$ cat src/hdl/w36_pkg.sv
// ---------------------------------------------------------------------------
// w36_pkg: shared types and constants of the 36-bit arithmetic unit
// Word widths, operation codes and the structs that travel down the chain.
// ---------------------------------------------------------------------------
`timescale 1ns / 1ps
`default_nettype none

package w36_pkg;

   localparam int WORD_BITS  = 36;
   localparam int MAG_BITS   = WORD_BITS - 1;
   localparam int PROD_BITS  = 2 * WORD_BITS - 1;
   localparam int CELL_COUNT = WORD_BITS;

   typedef logic [WORD_BITS-1:0] word_type;

   localparam word_type SIGN_WORD = word_type'(1) << MAG_BITS;

   typedef enum logic [2:0] {
      KIND_ADD  = 3'd0,
      KIND_SUB  = 3'd1,
      KIND_SMUL = 3'd2,
      KIND_DMUL = 3'd3,
      KIND_SDIV = 3'd4,
      KIND_DDIV = 3'd5
   } kind_type;

   // Per-word control and early result carried alongside the datapath
   typedef struct packed {
      logic [2:0] kind;
      logic       qneg;    // product or quotient is negative
      logic       rneg;    // remainder takes a negative sign
      logic       spec;    // double multiply of two most-negative words
      logic       early;   // result already known at entry
      word_type   rh;
      word_type   rl;
      logic       ov;
      logic       c0;
      logic       c1;
      logic       nd;
   } side_type;

   // One chain stage: operand m, partial remainder or product high, shift word
   typedef struct packed {
      side_type       side;
      word_type       m;
      logic [WORD_BITS:0] hi;
      word_type       lo;
   } cell_type;

endpackage

`default_nettype wire

$ cat src/hdl/w36_prep.sv
// ---------------------------------------------------------------------------
// w36_prep: entry stage
// Decodes the operation, forms magnitudes, resolves add, subtract and
// refused divides, and loads the first chain stage.
// ---------------------------------------------------------------------------
`timescale 1ns / 1ps
`default_nettype none

module w36_prep import w36_pkg::*; (
   input  wire logic     clock,
   input  wire logic     reset,
   input  wire logic     en,
   input  wire logic     in_valid,
   input  wire logic [2:0] kind,
   input  wire word_type a,
   input  wire word_type al,
   input  wire word_type b,
   output logic          valid_ff,
   output cell_type      data_ff
);

   cell_type              data_in;
   logic                  valid_in;
   word_type              a_neg, b_neg, a_mag, b_mag, mh;
   logic [MAG_BITS-1:0]   l_neg, ml;
   logic [WORD_BITS:0]    sum_w, diff_w;

   // Form magnitudes and the doubleword dividend
   always_comb begin
      a_neg  = ~a + word_type'(1);
      b_neg  = ~b + word_type'(1);
      a_mag  = a[MAG_BITS] ? a_neg : a;
      b_mag  = b[MAG_BITS] ? b_neg : b;
      l_neg  = ~al[MAG_BITS-1:0] + MAG_BITS'(1);
      sum_w  = {1'b0, a} + {1'b0, b};
      diff_w = {a[MAG_BITS], a} - {b[MAG_BITS], b};
      if (a[MAG_BITS]) begin
         mh = (al[MAG_BITS-1:0] != '0) ? ~a : a_neg;
         ml = l_neg;
      end else begin
         mh = a;
         ml = al[MAG_BITS-1:0];
      end
   end

   // Decode the operation
   always_comb begin
      data_in = '0;
      data_in.side.kind = kind;
      unique case (kind) inside
         KIND_ADD: begin
            data_in.side.early = 1'b1;
            data_in.side.rh    = sum_w[WORD_BITS-1:0];
            data_in.side.c0    = sum_w[WORD_BITS];
            data_in.side.c1    = sum_w[MAG_BITS] ^ a[MAG_BITS] ^ b[MAG_BITS];
            data_in.side.ov    = data_in.side.c0 ^ data_in.side.c1;
         end
         KIND_SUB: begin
            data_in.side.early = 1'b1;
            data_in.side.rh    = diff_w[WORD_BITS-1:0];
            data_in.side.ov    = diff_w[WORD_BITS] ^ diff_w[MAG_BITS];
            data_in.side.c0    = data_in.side.ov & diff_w[WORD_BITS];
            data_in.side.c1    = data_in.side.ov & ~diff_w[WORD_BITS];
         end
         KIND_SMUL, KIND_DMUL: begin
            data_in.m         = a_mag;
            data_in.lo        = b_mag;
            data_in.side.qneg = a[MAG_BITS] ^ b[MAG_BITS];
            data_in.side.spec = (kind == KIND_DMUL) && (a == SIGN_WORD) && (b == SIGN_WORD);
         end
         KIND_SDIV: begin
            data_in.m         = b_mag;
            data_in.lo        = a_mag;
            data_in.side.qneg = a[MAG_BITS] ^ b[MAG_BITS];
            data_in.side.rneg = a[MAG_BITS];
            if (b == '0 || (a == SIGN_WORD && b == '1)) begin
               data_in.side.early = 1'b1;
               data_in.side.nd    = 1'b1;
               data_in.side.ov    = 1'b1;
               data_in.side.rh    = a;
               data_in.side.rl    = b;
            end
         end
         KIND_DDIV: begin
            data_in.m         = b_mag;
            data_in.hi        = {2'b00, mh[WORD_BITS-1:1]};
            data_in.lo        = {mh[0], ml};
            data_in.side.qneg = a[MAG_BITS] ^ b[MAG_BITS];
            data_in.side.rneg = a[MAG_BITS];
            if (mh >= b_mag) begin
               data_in.side.early = 1'b1;
               data_in.side.nd    = 1'b1;
               data_in.side.ov    = 1'b1;
               data_in.side.rh    = a;
               data_in.side.rl    = al;
            end
         end
         default: begin
            data_in.side.early = 1'b1;
         end
      endcase
   end

   assign valid_in = in_valid;

   // Load the first stage when the chain advances
   always_ff @(posedge clock) begin
      if (reset) begin
         valid_ff <= 1'b0;
      end else if (en) begin
         valid_ff <= valid_in;
      end
   end

   always_ff @(posedge clock) begin
      if (en) begin
         data_ff <= data_in;
      end
   end

endmodule

`default_nettype wire

$ cat config.mk
export PLATFORM = sky130hd
export DESIGN_NAME = w36_prep
export DESIGN_NICKNAME = d
export VERILOG_FILES = /design/src/hdl/w36_pkg.sv /design/src/hdl/w36_prep.sv
export SDC_FILE = /design/constraint.sdc
export NUM_CORES = 1
export LEC_CHECK = 0
export BUFFER_PORTS_ARGS = -buffer_cell sky130_fd_sc_hd__buf_2
export CAP_MARGIN = 20
export CORE_MARGIN = 4
export CORE_UTILIZATION = 50
export CTS_CLUSTER_DIAMETER = 200
export DETAILED_ROUTE_END_ITERATION = 10
export GPL_TIMING_DRIVEN = 0
export PLACE_DENSITY_LB_ADDON = 0.15
export SYNTH_ARGS = -nofsm -noshare
export SYNTH_HDL_FRONTEND = slang
export SYNTH_SLANG_ARGS = --single-unit
$ cat constraint.sdc
create_clock -name clock -period 9.2 [get_ports clock]
set_clock_uncertainty 0.05 [all_clocks]
set_input_delay 0.46 -clock clock [delete_from_list [all_inputs] [get_ports clock]]
set_output_delay 0.46 -clock clock [all_outputs]
set_load 0.01 [all_outputs]
# Word level (Yosys, flattened, before mapping)
# Index checks and enable logic that the tools add are counted.
# classes
addsub,5
n_lt_le_gt_ge,1
n_eq_ne,8
mux,17
bitwise,11
reduce_logical,10
# ops
operator,n
74-bit 2-to-1 mux,2
36-bit 2-to-1 mux,4
36-bit one-hot mux with 2 select lines,2
36-bit one-hot mux with 4 select lines,1
"36-bit equality test, second input constant",3
36-bit one-hot mux with 3 select lines,1
"36-bit by 1-bit adder with 36-bit output, second input constant",2
36-bit NOT,2
36-bit by 36-bit adder with 37-bit output,1
36-bit by 36-bit subtractor with 37-bit output,1
36-bit greater-or-equal comparator,1
36-bit zero test,1
"35-bit by 1-bit adder with 35-bit output, second input constant",1
35-bit 2-to-1 mux,1
35-bit NOT,1
35-bit nonzero test,1
"3-bit by 2-bit equality test with 1-bit output, second input constant",2
"3-bit equality test, second input constant",2
1-bit bitwise XOR,5
1-bit one-hot mux with 4 select lines,1
2-bit one-hot mux with 2 select lines,1
2-bit OR reduction,2
4-bit OR reduction,1
"3-bit by 1-bit equality test with 1-bit output, second input constant",1
8 further kinds,12
# totals
register_bits,193
inputBits,115
output_inout_bits,193
wordCells,68

# Longest topological paths before layout
# logic_depth
word_depth,7
ltp_mapped,25
ltp_nobuf,22

# Worst setup path after synthesis
# Ideal clock, no wire load.
# synth_path
path_kind,input to register
from,input a[0]
to,"register data_ff[173] (netlist name), data pin"
setup_time_ns,0.261
arrival_time_ns,5.076
required_time_ns,8.889
slack_ns,3.813
stages,22
path_buffers,1
cell_sequence,inv_1 -> ha_1 -> or3b_1 -> or4b_1 -> buf_2 -> or4_4 -> or2_4 -> or2_2 -> o21ai_0 -> xnor2_1 -> ha_1 -> nand4_1 -> nor2_1 -> o311a_1 -> o211ai_1 -> a21oi_1 -> o21ai_0 -> a221oi_2 -> nor2_4 -> clkinv_4 -> a22o_1 -> a311o_1
# synth_lines
item,line,text
from (decl),w36_prep.sv:15,"input wire word_type a,"
to (signal assigned),w36_prep.sv:117,data_ff <= data_in;
to (decl),w36_prep.sv:19,output cell_type data_ff

==> flow_metrics.env <==
export IMPL_htree_levels=4
export IMPL_tightest_slew_ns=1.10
export IMPL_overflow=0
export IMPL_area_growth_pct=17.7
export IMPL_finalMaxSlewViolations=0
export IMPL_cap_viol_max_count=0
export IMPL_synth_top_cell_area_share_pct=37.5
export IMPL_p_clk_share_pct=29.6
export IMPL_drive_above_1_share_pct=18.6
export IMPL_route_detailed_drc=0
export IMPL_die_h_um=182
export IMPL_report_final_hold_viol_count=0
export IMPL_hp_class="in -> reg"
export IMPL_vias_per_cell=6.39
export IMPL_timing_fmax_mhz=141
export IMPL_power_w=0.00267
export IMPL_reg2reg_from="valid_ff"
export IMPL_timing_worst_setup_path_type="in -> reg"
export IMPL_rows=63
export IMPL_timing_final_crit_share_pct=76.9
export IMPL_clockRootBuffer="clkbuf_16"
export IMPL_num_nets_final=2224
export IMPL_drtAntennaViolNets=0
export IMPL_grt_pass1_vias=14600
export IMPL_yosys_most_used_dff="edfxtp_1"
export IMPL_cts_resized=0
export IMPL_cts_buffers=17
export IMPL_first_pass_iters=6
export IMPL_grt_antenna_before_repair=1
export IMPL_numPortBuffers=305
export IMPL_p_per_area_mw_per_mm2=149
export IMPL_p_sw_w=0.000942
export IMPL_rsz0062_at_grt="no"
export IMPL_status="completed"
export IMPL_syn_area_sq_mm=0.0152
export IMPL_power_frac_seq_pct=40.0
export IMPL_ir_drop_uv=104
export IMPL_critPathMaxFanout=10
export IMPL_yosys_warnings=0
export IMPL_tns_ns=0
export IMPL_drt_wl_total_um=61600
export IMPL_grt_max_degree=129
export IMPL_post_dp_cell_area_sq_mm=0.0173
export IMPL_critPathLaunchType="input port"
export IMPL_synthArstFlopShare_pct=0
export IMPL_final_common_cell="buf_2"
export IMPL_post_dp_hpwl_um=48200
export IMPL_design_area_sq_mm=0.0179
export IMPL_vias=15300
export IMPL_pin_count=308
export IMPL_switching_share_pct=35.3
export IMPL_r2r_cells=2
export IMPL_start_util_pct=51.0
export IMPL_fin_crit_ns=7.07
export IMPL_syn_area_per_cell_sq_um=9.13
export IMPL_cts_sinks=191
export IMPL_cts_tree="built"
export IMPL_p_int_w=0.00173
export IMPL_final_core_util_pct=60.1
export IMPL_hold_worst_slack_ns=0.0946
export IMPL_worst_endpoint_required_ns=9.47
export IMPL_clkLatencyLatePin_ns=0.46
export IMPL_clock_path_buffers=2
export IMPL_grt_pass1_wl_um=89300
export IMPL_cts_hold_buffers_added=0
export IMPL_synth_seq_area_share_pct=37.7
export IMPL_grt_use_total_pct=35.4
export IMPL_synth_edf_count=190
export IMPL_fp_dieW_um=182
export IMPL_min_delay_start="reset"
export IMPL_cts_clk_slew_worst_paths_ns=0.08
export IMPL_fp_coreArea_sq_mm=0.0298
export IMPL_gp_congestion=0.983
export IMPL_final_cell_mix="buf_2 (306), nand2_1 (203), edfxtp_1 (190)"
export IMPL_yosysUniqueCellTypes=78
export IMPL_first_iter_violations=2240
export IMPL_cts_setup_buffers=0
export IMPL_p_leak_nw=7.40
export IMPL_worstSetupEndpointType="flop"
export IMPL_wire_per_inst_um=25.7
export IMPL_synth_largest_area_cell="edfxtp_1"
export IMPL_ys_top_cells_by_area="edfxtp_1 (38%), ha_1 (9.5%), xnor2_1 (7.0%)"
export IMPL_hold_depth=2
export IMPL_critPathArrivalTime_ns=7.34
export IMPL_synth_seq_cells=191
export IMPL_netlist_instances=1665
export IMPL_setup_viol=0
export IMPL_die_area_sq_mm=0.0333
export IMPL_startpoint="al[2]"
export IMPL_comb_power_share_pct=30.4
export IMPL_relSlewSlack_pct=26.4
-- sequential cells by signal, summed over array words and instances, names as in the netlist --
signal and cells:
data_ff 190, valid_ff 1
-- synth_stat cells (all sizes together) (18+ instances only) --
cell	n
xnor2	122
edfxtp	190
or3	26
nand3	25
o21ai	149
ha	115
clkbuf	90
inv	80
nor2	65
nor3	32
o22ai	46
buf	18
a21o	31
a21oi	80
xor2	41
o41ai	18
o31ai	45
nand2	203
nand4	23
and2	39
-- per-layer routing --
metal	routed length [um]	up-vias	GRT usage [%]
met5	0	-	0
met2	27300	1111	56.0
li1	-	6797	-
met1	24400	7201	47.6
met4	3050	0	15.1
met3	6900	208	6.80
-- worst max-delay path, cell delays in order --
cell and delay (ns):
buf_2 0.16, or4_4 0.59, nor4_1 0.78, nand4_1 0.31, or3_1 0.51, or2_2 0.32
clkbuf_1 0.28, or2_1 0.33, o31ai_1 0.28, xnor2_1 0.14, ha_1 0.32, nand4_1 0.25
nor2_1 0.21, o311a_1 0.18, o211ai_1 0.11, a21oi_1 0.25, o21ai_0 0.21, a221oi_2 0.72
buf_6 0.25, clkbuf_1 0.45, nand2_1 0.12, nand2_1 0.09
-- logic make-up (layout without fill, tap and decap cells) --
| family | count (synthesis) | in the layout | synth area share [%] |
|---|---|---|---|
| muxes | 22 | 22 | 1.49 |
| buffers and inverters | 189 | 528 | 4.91 |
| other | 1 | 3 | 0.0247 |
| adders and majority gates | 117 | 117 | 9.73 |
| and+or+nand+nor | 494 | 494 | 15.8 |
| AOI/OAI and AO/OA | 488 | 488 | 21.0 |
| xor gates and xnor gates | 163 | 163 | 9.39 |
| DFF | 191 | 191 | 37.7 |
-- power by group through the flow --
| stage | clock (W) | combinational [W] | sequential [W] |
|---|---|---|---|
| after floorplan | 0 | 0.000420 | 0.00113 |
| after global placement | 0 | 0.000777 | 0.00109 |
| after detailed placement | 0 | 0.000784 | 0.00109 |
| after CTS | 0.000794 | 0.000789 | 0.00107 |
| after global routing | 0.000828 | 0.000865 | 0.00107 |
| final | 0.000790 | 0.000811 | 0.00107 |
-- path summary, 6_finish.rpt --
kind / end / slack (ns)
max reg2reg: valid_ff / 8.56
max: data_ff[139] / 2.13
min: valid_ff / 0.09
min reg2reg: valid_ff / 0.47
-- per-stage QoR --
step                worst slack [ns]  std cells
floorplan                       3.81       1666
global placement                1.61       2361
detailed placement              1.62       2362
CTS                             1.97       2394
global route                    2.12       2396
finish                          2.13       2396
-- area by class of cell --
| class | count | area [sq um] |
|---|---|---|
| Clock inverter | 14 | 189 |
| Buffer | 108 | 438 |
| Fill cell | 2673 | 11900 |
| Tap cell | 390 | 488 |
| Timing Repair Buffer | 307 | 1580 |
| Inverter | 81 | 309 |
| Clock buffer | 18 | 429 |
| Antenna cell | 1 | 2.50 |
| Sequential cell | 191 | 5730 |
| Multi-Input combinational cell | 1286 | 8740 |
(Power assumes the default switching activity.)
