==> src/hdl/w36_pkg.sv <==
// ---------------------------------------------------------------------------
// w36_pkg: shared types and constants of the 36-bit arithmetic unit
// Word widths, operation codes and the structs that travel down the chain.
// ---------------------------------------------------------------------------
`timescale 1ns / 1ps
`default_nettype none

package w36_pkg;

   localparam int WORD_BITS  = 36;
   localparam int MAG_BITS   = WORD_BITS - 1;
   localparam int PROD_BITS  = 2 * WORD_BITS - 1;
   localparam int CELL_COUNT = WORD_BITS;

   typedef logic [WORD_BITS-1:0] word_type;

   localparam word_type SIGN_WORD = word_type'(1) << MAG_BITS;

   typedef enum logic [2:0] {
      KIND_ADD  = 3'd0,
      KIND_SUB  = 3'd1,
      KIND_SMUL = 3'd2,
      KIND_DMUL = 3'd3,
      KIND_SDIV = 3'd4,
      KIND_DDIV = 3'd5
   } kind_type;

   // Per-word control and early result carried alongside the datapath
   typedef struct packed {
      logic [2:0] kind;
      logic       qneg;    // product or quotient is negative
      logic       rneg;    // remainder takes a negative sign
      logic       spec;    // double multiply of two most-negative words
      logic       early;   // result already known at entry
      word_type   rh;
      word_type   rl;
      logic       ov;
      logic       c0;
      logic       c1;
      logic       nd;
   } side_type;

   // One chain stage: operand m, partial remainder or product high, shift word
   typedef struct packed {
      side_type       side;
      word_type       m;
      logic [WORD_BITS:0] hi;
      word_type       lo;
   } cell_type;

endpackage

`default_nettype wire

==> src/hdl/w36_finish.sv <==
// ---------------------------------------------------------------------------
// w36_finish: result stage
// Applies signs, picks the result words and flags, and holds the word
// on the result channel until it is taken.
// ---------------------------------------------------------------------------
`timescale 1ns / 1ps
`default_nettype none

module w36_finish import w36_pkg::*; (
   input  wire logic     clock,
   input  wire logic     reset,
   input  wire logic     en,
   input  wire logic     in_valid,
   input  wire cell_type in_data,
   output logic          valid_ff,
   output word_type      rh_ff,
   output word_type      rl_ff,
   output logic          ov_ff,
   output logic          c0_ff,
   output logic          c1_ff,
   output logic          nd_ff
);

   logic [PROD_BITS-1:0] prod, prod_t;
   logic                 neg;
   word_type             quot, rem, rh_in, rl_in;
   logic                 ov_in, c0_in, c1_in, nd_in;
   side_type             sd;

   // Sign the product, quotient and remainder
   always_comb begin
      sd     = in_data.side;
      prod   = {in_data.hi[MAG_BITS-1:0], in_data.lo};
      neg    = sd.qneg && (prod != '0);
      prod_t = neg ? (~prod + PROD_BITS'(1)) : prod;
      quot   = sd.qneg ? (~in_data.lo + word_type'(1)) : in_data.lo;
      rem    = sd.rneg ? (~in_data.hi[WORD_BITS-1:0] + word_type'(1))
                       : in_data.hi[WORD_BITS-1:0];
   end

   // Select result words and flags
   always_comb begin
      rh_in = sd.rh;
      rl_in = sd.rl;
      ov_in = sd.ov;
      c0_in = sd.c0;
      c1_in = sd.c1;
      nd_in = sd.nd;
      if (!sd.early) begin
         case (sd.kind)
            KIND_SMUL: begin
               rh_in = {neg, prod_t[MAG_BITS-1:0]};
               rl_in = '0;
               ov_in = neg ? ((prod[PROD_BITS-1:WORD_BITS] != '0)
                             || (prod[MAG_BITS] && prod[MAG_BITS-1:0] != '0))
                           : (prod[PROD_BITS-1:MAG_BITS] != '0);
            end
            KIND_DMUL: begin
               if (sd.spec) begin
                  rh_in = SIGN_WORD;
                  rl_in = SIGN_WORD;
                  ov_in = 1'b1;
               end else begin
                  rh_in = prod_t[PROD_BITS-1:MAG_BITS];
                  rl_in = {neg, prod_t[MAG_BITS-1:0]};
               end
            end
            default: begin
               rh_in = quot;
               rl_in = rem;
            end
         endcase
      end
   end

   // Hold the result word until taken
   always_ff @(posedge clock) begin
      if (reset) begin
         valid_ff <= 1'b0;
      end else if (en) begin
         valid_ff <= in_valid;
      end
   end

   always_ff @(posedge clock) begin
      if (en) begin
         rh_ff <= rh_in;
         rl_ff <= rl_in;
         ov_ff <= ov_in;
         c0_ff <= c0_in;
         c1_ff <= c1_in;
         nd_ff <= nd_in;
      end
   end

endmodule

`default_nettype wire

==> config.mk <==
export PLATFORM = sky130hd
export DESIGN_NAME = w36_finish
export DESIGN_NICKNAME = d
export VERILOG_FILES = /design/src/hdl/w36_pkg.sv /design/src/hdl/w36_finish.sv
export SDC_FILE = /design/constraint.sdc
export NUM_CORES = 1
export LEC_CHECK = 0
export BUFFER_PORTS_ARGS = -buffer_cell sky130_fd_sc_hd__buf_2
export CAP_MARGIN = 5
export CORE_UTILIZATION = 35
export CTS_BUF_LIST = sky130_fd_sc_hd__clkbuf_8
export DETAILED_ROUTE_END_ITERATION = 10
export HOLD_SLACK_MARGIN = 0.05
export PLACE_DENSITY = 0.7
export SYNTH_ARGS = -nofsm -noshare
export SYNTH_HDL_FRONTEND = slang
export SYNTH_SLANG_ARGS = --single-unit
export TNS_END_PERCENT = 20
==> constraint.sdc <==
create_clock -name clock -period 3.71 [get_ports clock]
set_input_delay 0.371 -clock clock [delete_from_list [all_inputs] [get_ports clock]]
set_output_delay 0.371 -clock clock [all_outputs]
set_load 0.02 [all_outputs]
---- Yosys cells after proc, flatten, opt, wreduce, memory -nomap -nowiden ----
Index checks and enable logic that the tools add are counted.
operators by class
  reduce and logical (&&, ||, !) cells .... 7
  muxes and demuxes ....................... 13
  bitwise operators ....................... 3
  equal/unequal tests ..................... 2
  add/subtract/negate cells ............... 3
operators with widths
  kind                   number
  $mux 36                6
  $pmux 36 s2            2
  $add 36x1->36 const B  2
  $not 36->36            2
  $add 71x1->71 const B  1
  $mux 71                1
  $not 71->71            1
  $reduce_bool 71->1     1
  $reduce_bool 35->1     2
  $reduce_bool 36->1     1
  $eq 3x2->1 const B     2
  $mux 1                 3
  $logic_and 1x1->1      2
  $pmux 1 s2             1
  $logic_or 1x1->1       1
word-level totals
  register bits after elaboration ......... 77
  logic and storage cells ................. 35
  bits of input ports ..................... 196
  output and inout bits ................... 77

---- Depth between registers and ports, before layout ----
Gate-level depths: netlist of the first run.
  depth after elaboration ................. 6
  gate-level depth with buffers ........... 12
  depth with buffers taken out ............ 9

---- Least setup slack after synthesis of the first run ----
Ideal clock, no wire load.
  path kind ............................... in2reg
  start point ............................. input in_data[49] (netlist bit)
  end point ............................... register rl_ff[35] (data pin)
  slack ................................... 0.763 ns
  data required time ...................... 3.441 ns
  arrival ................................. 2.677 ns
  buffers on the path ..................... 2
  stages on the path ...................... 9
  library setup time ...................... 0.269 ns
  cell sequence ........................... clkbuf_1 -> or4_1 -> or3_1 -> or4_4 -> buf_6 -> o41ai_4 -> xnor2_1 -> a22oi_2 -> o31ai_1
between the ends
  longest elaborated chain between the ends .. 5
  elaborated cells on any way between the ends .. 8
  classes of those cells .................. add/sub: 1; mux: 4; bitwise: 1; reduce/logical: 2
ends and longest elaborated chain
  what                                                       line                                text
  start: declaration                                         w36_finish.sv:14                    input wire cell_type in_data,
  $not 36->36 / $reduce_bool 71->1 (equally long branches)   w36_finish.sv:37, w36_finish.sv:34
  $add 36x1->36 / $logic_and 1x1->1 (equally long branches)  w36_finish.sv:37, w36_finish.sv:34
  $mux 36 (on tied branches)                                 w36_finish.sv:37, w36_finish.sv:59
  $pmux 36 s2 *                                              w36_finish.sv:50                    case (sd.kind)
  $mux 36 *                                                  w36_finish.sv:49                    if (!sd.early) begin
  net rl_in[35]                                              w36_finish.sv:26                    word_type quot, rem, rh_in, rl_in;
  end signal: assignment                                     w36_finish.sv:88                    rl_ff <= rl_in;
  end: declaration                                           w36_finish.sv:17                    output word_type rl_ff,
Mark *: on every way through the listed nets, which the timed path passes. The rest lies on a longest branch.
A chain may end at the register's enable or synchronous reset.

---- Worst setup path in the final report of the first run ----
  start point ............................. input in_data[37] (netlist bit)
  end point ............................... register rh_ff[15] (data pin)
between the ends
  longest elaborated chain between the ends .. 6
  elaborated cells on any way between the ends .. 8
  classes of those cells .................. add/sub: 1; mux: 4; bitwise: 1; reduce/logical: 2
ends and longest elaborated chain
  what                                                       line                                text
  $not 71->71 / $reduce_bool 71->1 (equally long branches)   w36_finish.sv:35, w36_finish.sv:34
  $add 71x1->71 / $logic_and 1x1->1 (equally long branches)  w36_finish.sv:35, w36_finish.sv:34
  $mux 71 *                                                  w36_finish.sv:35                    prod_t = neg ? (~prod + PROD_BITS'(1)) : prod;
  $mux 36                                                    w36_finish.sv:59                    if (sd.spec) begin
  $pmux 36 s2 *                                              w36_finish.sv:50
  $mux 36 *                                                  w36_finish.sv:49
  net rh_in[15]                                              w36_finish.sv:26
  end signal: assignment                                     w36_finish.sv:87                    rh_ff <= rh_in;
  end: declaration                                           w36_finish.sv:16                    output word_type rh_ff,
Marks and branches as above.

==> impl_metrics.ini, run 1 <==
[synthesis]
synthCells = 763
yosysWarnings = 0
synth_seq_cells = 77
synth_ff_type = edfxtp_1
synth_area_mm2 = 0.00644
synth_top_area_share_pct = 35.4
yosys-top-cells-count = 92 x o21ai_0, 76 x edfxtp_1, 72 x nand2_1
synthTopCellsByArea = edfxtp_1 35%, xnor2_1 8.2%, o21ai_0 7.2%
synth.distinct_cells = 57
synth.most_common_cell = o21ai_0
syn_avg_cell_area_um2 = 8.44
synth_edf_count = 76
ys_seq_area_share_pct = 35.8
synth_fp_nets = 961
async_reset_ff_share_pct = 0
synth_largest_area_cell = edfxtp_1

[timing]
rsz0062_at_grt = no
max-slew-margin-rel_pct = 24.4
finClkSkew_ps = 0
whs_ps = 130
setup_viol = 0
setup_tns_ps = 0
fmax_mhz = 319
tightest_slew_ps = 1130
maxSlewViolCount = 0
min_period_ps = 3130
hold_viol_final = 0
fin_crit_sh_pct = 84.4

[routing]
dr.first_iter.drc_count = 776
postRouteAntennaNets = 0
wl_per_cell_um = 21.7
vias = 7188
viasPerCell = 5.86
route.detailed.drc = 0
totalWireLength_mm = 26.6
drt_pass1_iterations = 6

[power]
power.switching_uw = 865
p_total_mw = 2.57
seqPwrFrac_pct = 42.1
p_leak_nw = 3.19
switching_share_pct = 33.7
ir_worst_vdd_v = 0.000188
p_int_mw = 1.70
power.density_mw_per_mm2 = 313
clkPwrFrac_pct = 27.2
pwr-share-comb_pct = 30.6

[grt]
gr-usage-met3_pct = 6.73
use_met1_pct = 36.8
met2_usage_pct = 44.0
antenna_found_initial = 3
grt_pass1_vias = 6807
grt_max_degree = 68
overflow = 0
grt_busiest_layer = met2
grt_util_all_layers_pct = 28.0
grt_pass1_wl_mm = 38.7

[worst_setup_path]
cp.arrival_ps = 3250
cp_cell_sequence = buf_2 > inv_1 > ha_1 > nor4b_1 > buf_4 > nand3_1 > or3_1 > nor3_1 > buf_4 > o21ai_0 > a22oi_1 > o21ai_0
regToRegStartpoint = valid_ff$_SDFFE_PP0P_
reg2reg_depth = 2
slowest_stage = nor3_1
end_kind = register
worstSetupPathType = in2reg
crit_required_ps = 3830
crit_fanout = 7
ff2ff_setup_slack_ps = 3130
startpoint = in_data[37]
cp-start-kind = primary input
r2r_end = valid_ff$_SDFFE_PP0P_
cp_slowest_stage_delay_ps = 660

[layout]
stdcell_area_mm2 = 0.00822
utilization_pct = 45.6
nNetsFinal = 1189
multi_input_area_mm2 = 0.00384
area_growth_pct = 27.7
seqCellArea_mm2 = 0.00230
drive_above_1_share_pct = 31.2
nFillCells = 1841

[flow_run]
max_cap_viol_count = 0

[cts]
h-tree-depth = 3
clk_path_buf_depth = 2
cts_tree = done
cts_setup_buffers = 0
postCtsResizedCells = 0
cts_sinks = 77
worst_skew_pair.late_latency_ps = 380
clkTransAtPathRegs_ps = 90
cts_made_buffers = 9
ctsHoldBuffers = 0
cts_root_buf = clkbuf_8

[place]
place_area_mm2 = 0.00801
place_hpwl_mm = 19.9
portBuffers = 235
place.gp.congestion = 0.937

[worst_hold_path]
hp-class = in2reg
hold_path_startpoint = reset
holdPathEnd = valid_ff$_SDFFE_PP0P_
hold-path-cell-count = 2

[run_status]
status = finished clean

[floorplanning]
pin_count = 273
initial_utilization_pct = 35.7
die_w_um = 138
rows = 49
core-area_mm2 = 0.0180
die_h_um = 138
die-area_mm2 = 0.0189
-- sequential cells by signal, summed over array words and instances (netlist names) --
name      count
c0_ff         1
valid_ff      1
c1_ff         1
rh_ff        36
ov_ff         1
rl_ff        36
nd_ff         1
-- worst max-delay path by stage --
stage	slack, ps	to	cells past startpoint
2_1_floorplan	760	rl_ff[35]$_DFFE_PP_	9
3_3_place_gp	330	rh_ff[33]$_DFFE_PP_	12
3_5_place_dp	320	rh_ff[33]$_DFFE_PP_	12
4_1_cts	690	rh_ff[15]$_DFFE_PP_	12
5_1_grt	470	rh_ff[15]$_DFFE_PP_	12
6_report	580	rh_ff[15]$_DFFE_PP_	12
-- metrics by stage --
| stage | cells | setup WS [ps] |
|---|---|---|
| final | 1226 | 580 |
| after global routing | 1226 | 470 |
| after CTS | 1225 | 686 |
| after detailed placement | 1209 | 318 |
| after global placement | 1209 | 330 |
| after floorplan | 763 | 763 |
-- layer usage --
metal | vias up | routed length (µm)
met3 | 61 | 2770
li1 | 3346 | -
met1 | 3353 | 11200
met4 | 2 | 655
met5 | - | 13
met2 | 426 | 12000
-- layout by cell type, fill, tap and decap left out, types with 3 or more instances in the layout --
cell      instances
a32oi_1           4
a31oi_1           4
or4_4             3
a22oi_1          34
nand4_1           5
o31a_1            7
nor3_1           26
or3_1            23
o21ai_0          92
or4_1            15
a221oi_1          6
o22a_1            6
nand2b_1         12
buf_4            44
or2_2             8
o41ai_1          10
nor4_1           20
xnor2_1          60
nand2_1          72
and2_1            3
nand3_1          16
o211ai_1          7
a221o_1           6
edfxtp_1         76
o221ai_1          3
xor2_1           24
o31ai_1          22
buf_2           234
inv_1            15
mux2i_1           4
a21oi_1          30
clkbuf_8         11
nor2_1           53
-- logic make-up after synthesis --
logic type / Yosys count / synth area share, %
buffers and inverters: 78 / 4.72
XOR/XNOR: 84 / 11.4
AO/OA/AOI/OAI: 249 / 25.8
AND/OR/NAND/NOR: 269 / 21.3
flip-flops: 77 / 35.8
multiplexers: 4 / 0.622
adder cells (fa/ha/maj): 2 / 0.389
-- critical path, delay by kind of cell --
kind | cells | cell delay, ps
simple gates | 4 | 1500
buf+inv | 4 | 690
compound gates | 3 | 470
fa+ha+maj | 1 | 210
-- layout make-up --
| class | instances | area share (%) |
|---|---|---|
| clock buffer | 11 | 1.84 |
| clock inverter | 5 | 0.715 |
| sequential | 77 | 28.0 |
| multi-input combinational | 608 | 46.7 |
| antenna | 1 | 0.0304 |
| timing repair buffer | 279 | 18.5 |
| tap | 229 | 3.49 |
| inverter | 16 | 0.731 |
-- power by group through the flow --
| stage | Combinational (mW) | Clock [mW] | Sequential [mW] |
|---|---|---|---|
| 2_1_floorplan | 0.318 | 0 | 1.22 |
| 3_3_place_gp | 0.767 | 0 | 1.10 |
| 3_5_place_dp | 0.772 | 0 | 1.10 |
| 4_1_cts | 0.776 | 0.713 | 1.08 |
| 5_1_grt | 0.847 | 0.742 | 1.09 |
| 6_report | 0.786 | 0.700 | 1.08 |
No activity file was read; power rests on OpenSTA's default activity.
==> run 2: changes to the inputs <==
clock period = 2.9 ns   (was 3.71 ns; I/O delays follow)
==> run 2 against run 1 <==
Flip-flop and latch count did not move. Via count increased by 4.4%. Utilization is 3.8 points higher.
==> impl_metrics.ini, run 2 (synthesized netlist as in run 1, its figures left out) <==
[layout]
area_growth_pct = 38.2
layout_common_cells = 234 x buf_2, 126 x buf_4, 92 x o21ai_0
reg_top3 = rh_ff (36), rl_ff (36)
nNetsFinal = 1273
drive_above_1_share_pct = 36.7
final_common_cell = buf_2

[floorplanning]
pin_count = 273
rows = 49
initial_utilization_pct = 35.7
die_h_um = 138
die_w_um = 138
core-area_mm2 = 0.0180
die-area_mm2 = 0.0189

[grt]
grt_pass1_wl_mm = 40.2
grt_pass1_vias = 6947
grt_util_all_layers_pct = 29.2
overflow = 0
antenna_found_initial = 2
grt_max_degree = 44

[worst_setup_path]
cp-start-kind = primary input
cp_slowest_stage_delay_ps = 470
crit_required_ps = 3040
crit_family = simple AND/OR/NAND/NOR gates
crit_fanout = 4
regToRegStartpoint = valid_ff$_SDFFE_PP0P_
slowest_stage = or3_1
end_kind = register
r2r_end = valid_ff$_SDFFE_PP0P_
critPathBufInv = 6
worstSetupPathType = in2reg
cpMostUsedCell = buf_4
ff2ff_setup_slack_ps = 2310
cp_cell_sequence = buf_2 > buf_4 > inv_1 > ha_1 > nor4b_1 > buf_4 > nand3_1 > or3_1 > nor2_1 > buf_4 > o21ai_0 > a221oi_2 > buf_4 > a21oi_1
cp.arrival_ps = 2900
reg2reg_depth = 2

[timing]
max-slew-margin-rel_pct = 22.9
fin_ws_ps = 144
hold_viol_final = 0
min_period_ps = 2760
rsz0062_at_grt = yes
fin_crit_sh_pct = 95.0
tightest_slew_ps = 1150
finClkSkew_ps = 0
whs_ps = 65.9
fmax_mhz = 363
maxSlewViolCount = 0
setup_viol = 0

[worst_hold_path]
hold-path-cell-count = 1
holdPathEnd = c1_ff$_DFFE_PP_
hp-class = in2reg
hold_path_startpoint = in_data[110]

[power]
power.switching_mw = 1.16
power.density_mw_per_mm2 = 389
ir_worst_vdd_v = 0.000234
clkPwrFrac_pct = 28.7
p_leak_nw = 3.61
pwr-share-comb_pct = 31.1
seqPwrFrac_pct = 40.2
switching_share_pct = 33.4
p_int_mw = 2.30

[routing]
totalWireLength_mm = 27.5
route.detailed.drc = 0
postRouteAntennaNets = 0
vias = 7505
viasPerCell = 5.72
drt_pass1_iterations = 6
dr.first_iter.drc_count = 984
wl_per_cell_um = 20.9

[run_status]
status = finished clean

[cts]
clkTransAtPathRegs_ps = 90
worst_skew_pair.late_latency_ps = 390
cts_sinks = 77
h-tree-depth = 3
clk_path_buf_depth = 2
cts_root_buf = clkbuf_8
cts_tree = done
cts_made_buffers = 9

[place]
place.gp.congestion = 0.977
place_ws_ps = -205
portBuffers = 235
place_hpwl_mm = 21.5

[flow_run]
max_cap_viol_count = 0
[run 2: layer usage]
layer	vias up	track usage, %	part of all wire [%]
met2	413	45.3	45
met3	56	6.33	11
li1	3527	-	-
met1	3509	39.8	42
met4	0	9.71	2.5
met5	-	0	0
[run 2: power groups by stage]
stage	Clock [mW]	Sequential (mW)	Combinational [mW]
floorplan	0	1.56	0.406
finish	0.995	1.39	1.08
detailed placement	0	1.41	1.06
global placement	0	1.41	1.05
global route	1.04	1.40	1.16
CTS	1.01	1.39	1.06
[run 2: cell type report]
type | instances | area, µm²
antenna | 2 | 5.00
clock buffer | 10 | 138
clock inverter | 6 | 93.8
fill | 1834 | 9130
inverter | 16 | 60.1
multi-input combinational | 608 | 3850
sequential | 77 | 2300
tap | 229 | 287
timing repair buffer | 363 | 2170
[run 2: worst max-delay path by stage]
stage | from | endpoint | slack (ps) | depth (start not counted)
global placement | in_data[37] | rl_ff[15]$_DFFE_PP_ | -170 | 9
detailed placement | in_data[37] | rl_ff[35]$_DFFE_PP_ | -200 | 8
global route | in_data[37] | rh_ff[13]$_DFFE_PP_ | -30 | 13
CTS | in_data[37] | rl_ff[15]$_DFFE_PP_ | 210 | 14
finish | in_data[37] | rl_ff[15]$_DFFE_PP_ | 140 | 14
floorplan | in_data[49] | rl_ff[35]$_DFFE_PP_ | 30 | 9
[run 2: through the flow]
step | power, mW | TNS (ps) | util, % | cells | area (µm²)
after floorplan | 1.97 | 0 | - | 763 | 6440
after global placement | 2.47 | -2410 | 47.9 | 1292 | 8640
after detailed placement | 2.47 | -3870 | 47.9 | 1292 | 8640
after CTS | 3.47 | 0 | 49.3 | 1309 | 8880
after global routing | 3.61 | -49.0 | 49.4 | 1311 | 8900
final | 3.46 | 0 | 49.4 | 1311 | 8900
[run 2: timing repair]
item                                   4_1_cts  5_1_grt
buffers inserted                             0        0
resized for setup                            0        2
hold buffers                                 1        0
setup endpoints to repair                    0        7
endpoints found under the hold margin        1        0
==> run 3: changes to the inputs <==
BUFFER_PORTS_ARGS = unset   (was -buffer_cell sky130_fd_sc_hd__buf_2)
CORE_MARGIN = 2   (was unset)
DONT_BUFFER_PORTS = 1   (was unset)
HOLD_SLACK_MARGIN = unset   (was 0.05)
PLACE_DENSITY = 0.57   (was 0.7)
==> run 3 against run 2 <==
Maximum frequency grew 1.6%. Hold slack lost 41 ps. Non-clock buffer count shrank 289. Power shrank 13%. Flip-flop and latch count is the same. Critical path type unchanged. Register-to-register slack lost 100 ps. Routed wire length shrank 1.0%. Global-route usage shrank 2.0 points. Count of clock-buffer cells in the layout is the same.
==> impl_metrics.ini, run 3 (synthesized netlist as in run 1, its figures left out) <==
[floorplanning]
die-area_mm2 = 0.0195
die_h_um = 140
core-area_mm2 = 0.0180
initial_utilization_pct = 35.7
rows = 49
die_w_um = 140
pin_count = 273

[grt]
use_met1_pct = 34.4
grt_max_degree = 103
grt_pass1_vias = 6407
met2_usage_pct = 44.5
overflow = 0
gr-usage-met3_pct = 9.36
grt_util_all_layers_pct = 27.2
grt_pass1_wl_mm = 40.1
antenna_found_initial = 0
grt_busiest_layer = met2

[cts]
clkTransAtPathRegs_ps = 90
cts_root_buf = clkbuf_8
worst_skew_pair.late_latency_ps = 380
cts_made_buffers = 9
cts_sinks = 77
clk_path_buf_depth = 2
cts_tree = done
h-tree-depth = 3

[layout]
seqCellArea_mm2 = 0.00230
stdcell_area_mm2 = 0.00729
layout_common_cells = 92 x o21ai_0, 76 x edfxtp_1, 72 x nand2_1
multi_input_area_mm2 = 0.00384
reg_top3 = rh_ff (36), rl_ff (36)
drive_above_1_share_pct = 12.8
final_common_cell = o21ai_0
area_growth_pct = 13.3
antenna_cells = 0
utilization_pct = 40.5
nNetsFinal = 984
nFillCells = 1895

[power]
p_total_mw = 3.03
ir_worst_vdd_v = 0.000174
power.density_mw_per_mm2 = 415
p_leak_nw = 2.42
p_int_mw = 2.12
clkPwrFrac_pct = 31.4
power.switching_uw = 909
seqPwrFrac_pct = 51.3
switching_share_pct = 30.0
pwr-share-comb_pct = 17.3

[timing]
min_period_ps = 2710
fmax_mhz = 369
fin_crit_sh_pct = 93.5
tightest_slew_ps = 588
rsz0062_at_grt = no
hold_viol_final = 0
finClkSkew_ps = 0
max-slew-margin-rel_pct = 60.4
setup_viol = 0
maxSlewViolCount = 0
whs_ps = 24.7

[place]
place.gp.congestion = 0.917
place_area_mm2 = 0.00702
place_hpwl_mm = 20.4
portBuffers = 0

[worst_setup_path]
startpoint = in_data[37]
cp_slowest_stage_delay_ps = 530
crit_required_ps = 3040
cp-start-kind = primary input
crit_fanout = 5
end_kind = register
slowest_stage = or3_1
worstSetupPathType = in2reg
regToRegStartpoint = valid_ff$_SDFFE_PP0P_
cp.arrival_ps = 2850
cp_cell_sequence = inv_1 > ha_1 > nor4b_1 > buf_4 > nand3_1 > or3_1 > nor2_1 > buf_4 > o21ai_0 > a221oi_1 > buf_4 > a21oi_1
cpMostUsedCell = buf_4

[worst_hold_path]
hp-class = in2reg
hold_path_startpoint = en

[routing]
totalWireLength_mm = 27.2
route.detailed.drc = 0
vias = 6387
postRouteAntennaNets = 0
dr.first_iter.drc_count = 526
viasPerCell = 6.26
drt_pass1_iterations = 5
wl_per_cell_um = 26.6

[flow_run]
max_cap_viol_count = 0

[run_status]
status = finished clean
## run 3: cell types whose count changed in the layout (fill, tap and decap cells not counted), moves of 2 or more
cell	change
buf_2	-234
buf_4	-58
dlygate4sd3_1	+4
diode_2	-2
inv_1	+2
inv_6	-2
## run 3: power by group through the flow
stage / Sequential, mW / Clock [mW] / Combinational, mW
final: 1.55 / 0.950 / 0.523
after global routing: 1.57 / 1.01 / 0.570
after CTS: 1.56 / 0.963 / 0.516
after detailed placement: 1.58 / 0 / 0.508
after global placement: 1.58 / 0 / 0.506
after floorplan: 1.56 / 0 / 0.406
## run 3: final timing paths
check | to | slack (ps) | cells after the start
setup / recovery | rl_ff[23]$_DFFE_PP_ | 190 | 12
hold / removal | rl_ff[22]$_DFFE_PP_ | 20 | 0
hold reg to reg | valid_ff$_SDFFE_PP0P_ | 610 | 2
setup reg to reg | valid_ff$_SDFFE_PP0P_ | 2210 | 2
## run 3: critical path, delay by kind of cell
family | cells | cell delay [ps]
buf+inv | 4 | 650
simple gates | 4 | 1170
fa+ha+maj | 1 | 170
compound gates | 3 | 580
## run 3: timing repair
item                                    4_1_cts  5_1_grt
hold endpoints to repair                      4        2
hold buffers                                  4        1
endpoints found under the setup margin        0        1
gates resized for setup                       0        1
buffers inserted                              0        0
## run 3: stage by stage
| stage | setup slack [ps] | setup TNS (ps) | std cells |
|---|---|---|---|
| global placement | -220 | -903 | 999 |
| finish | 189 | 0 | 1020 |
| floorplan | 34.1 | 0 | 763 |
| detailed placement | -182 | -779 | 999 |
| global route | 14.1 | 0 | 1020 |
| CTS | 222 | 0 | 1019 |
## run 3: area by class of cell
| class | instances | share of cell area [%] |
|---|---|---|
| Clock inverter | 6 | 1.10 |
| Timing Repair Buffer | 74 | 7.96 |
| Sequential cell | 77 | 31.6 |
| Clock buffer | 10 | 1.89 |
| Multi-Input combinational cell | 608 | 52.7 |
| Tap cell | 229 | 3.93 |
| Inverter | 16 | 0.824 |
## run 3: metal layers
metal / vias up / part of all wire, %
met5: - / 0
met1: 3082 / 41
met3: 35 / 11
li1: 2943 / -
met4: 0 / 1.8
met2: 327 / 46
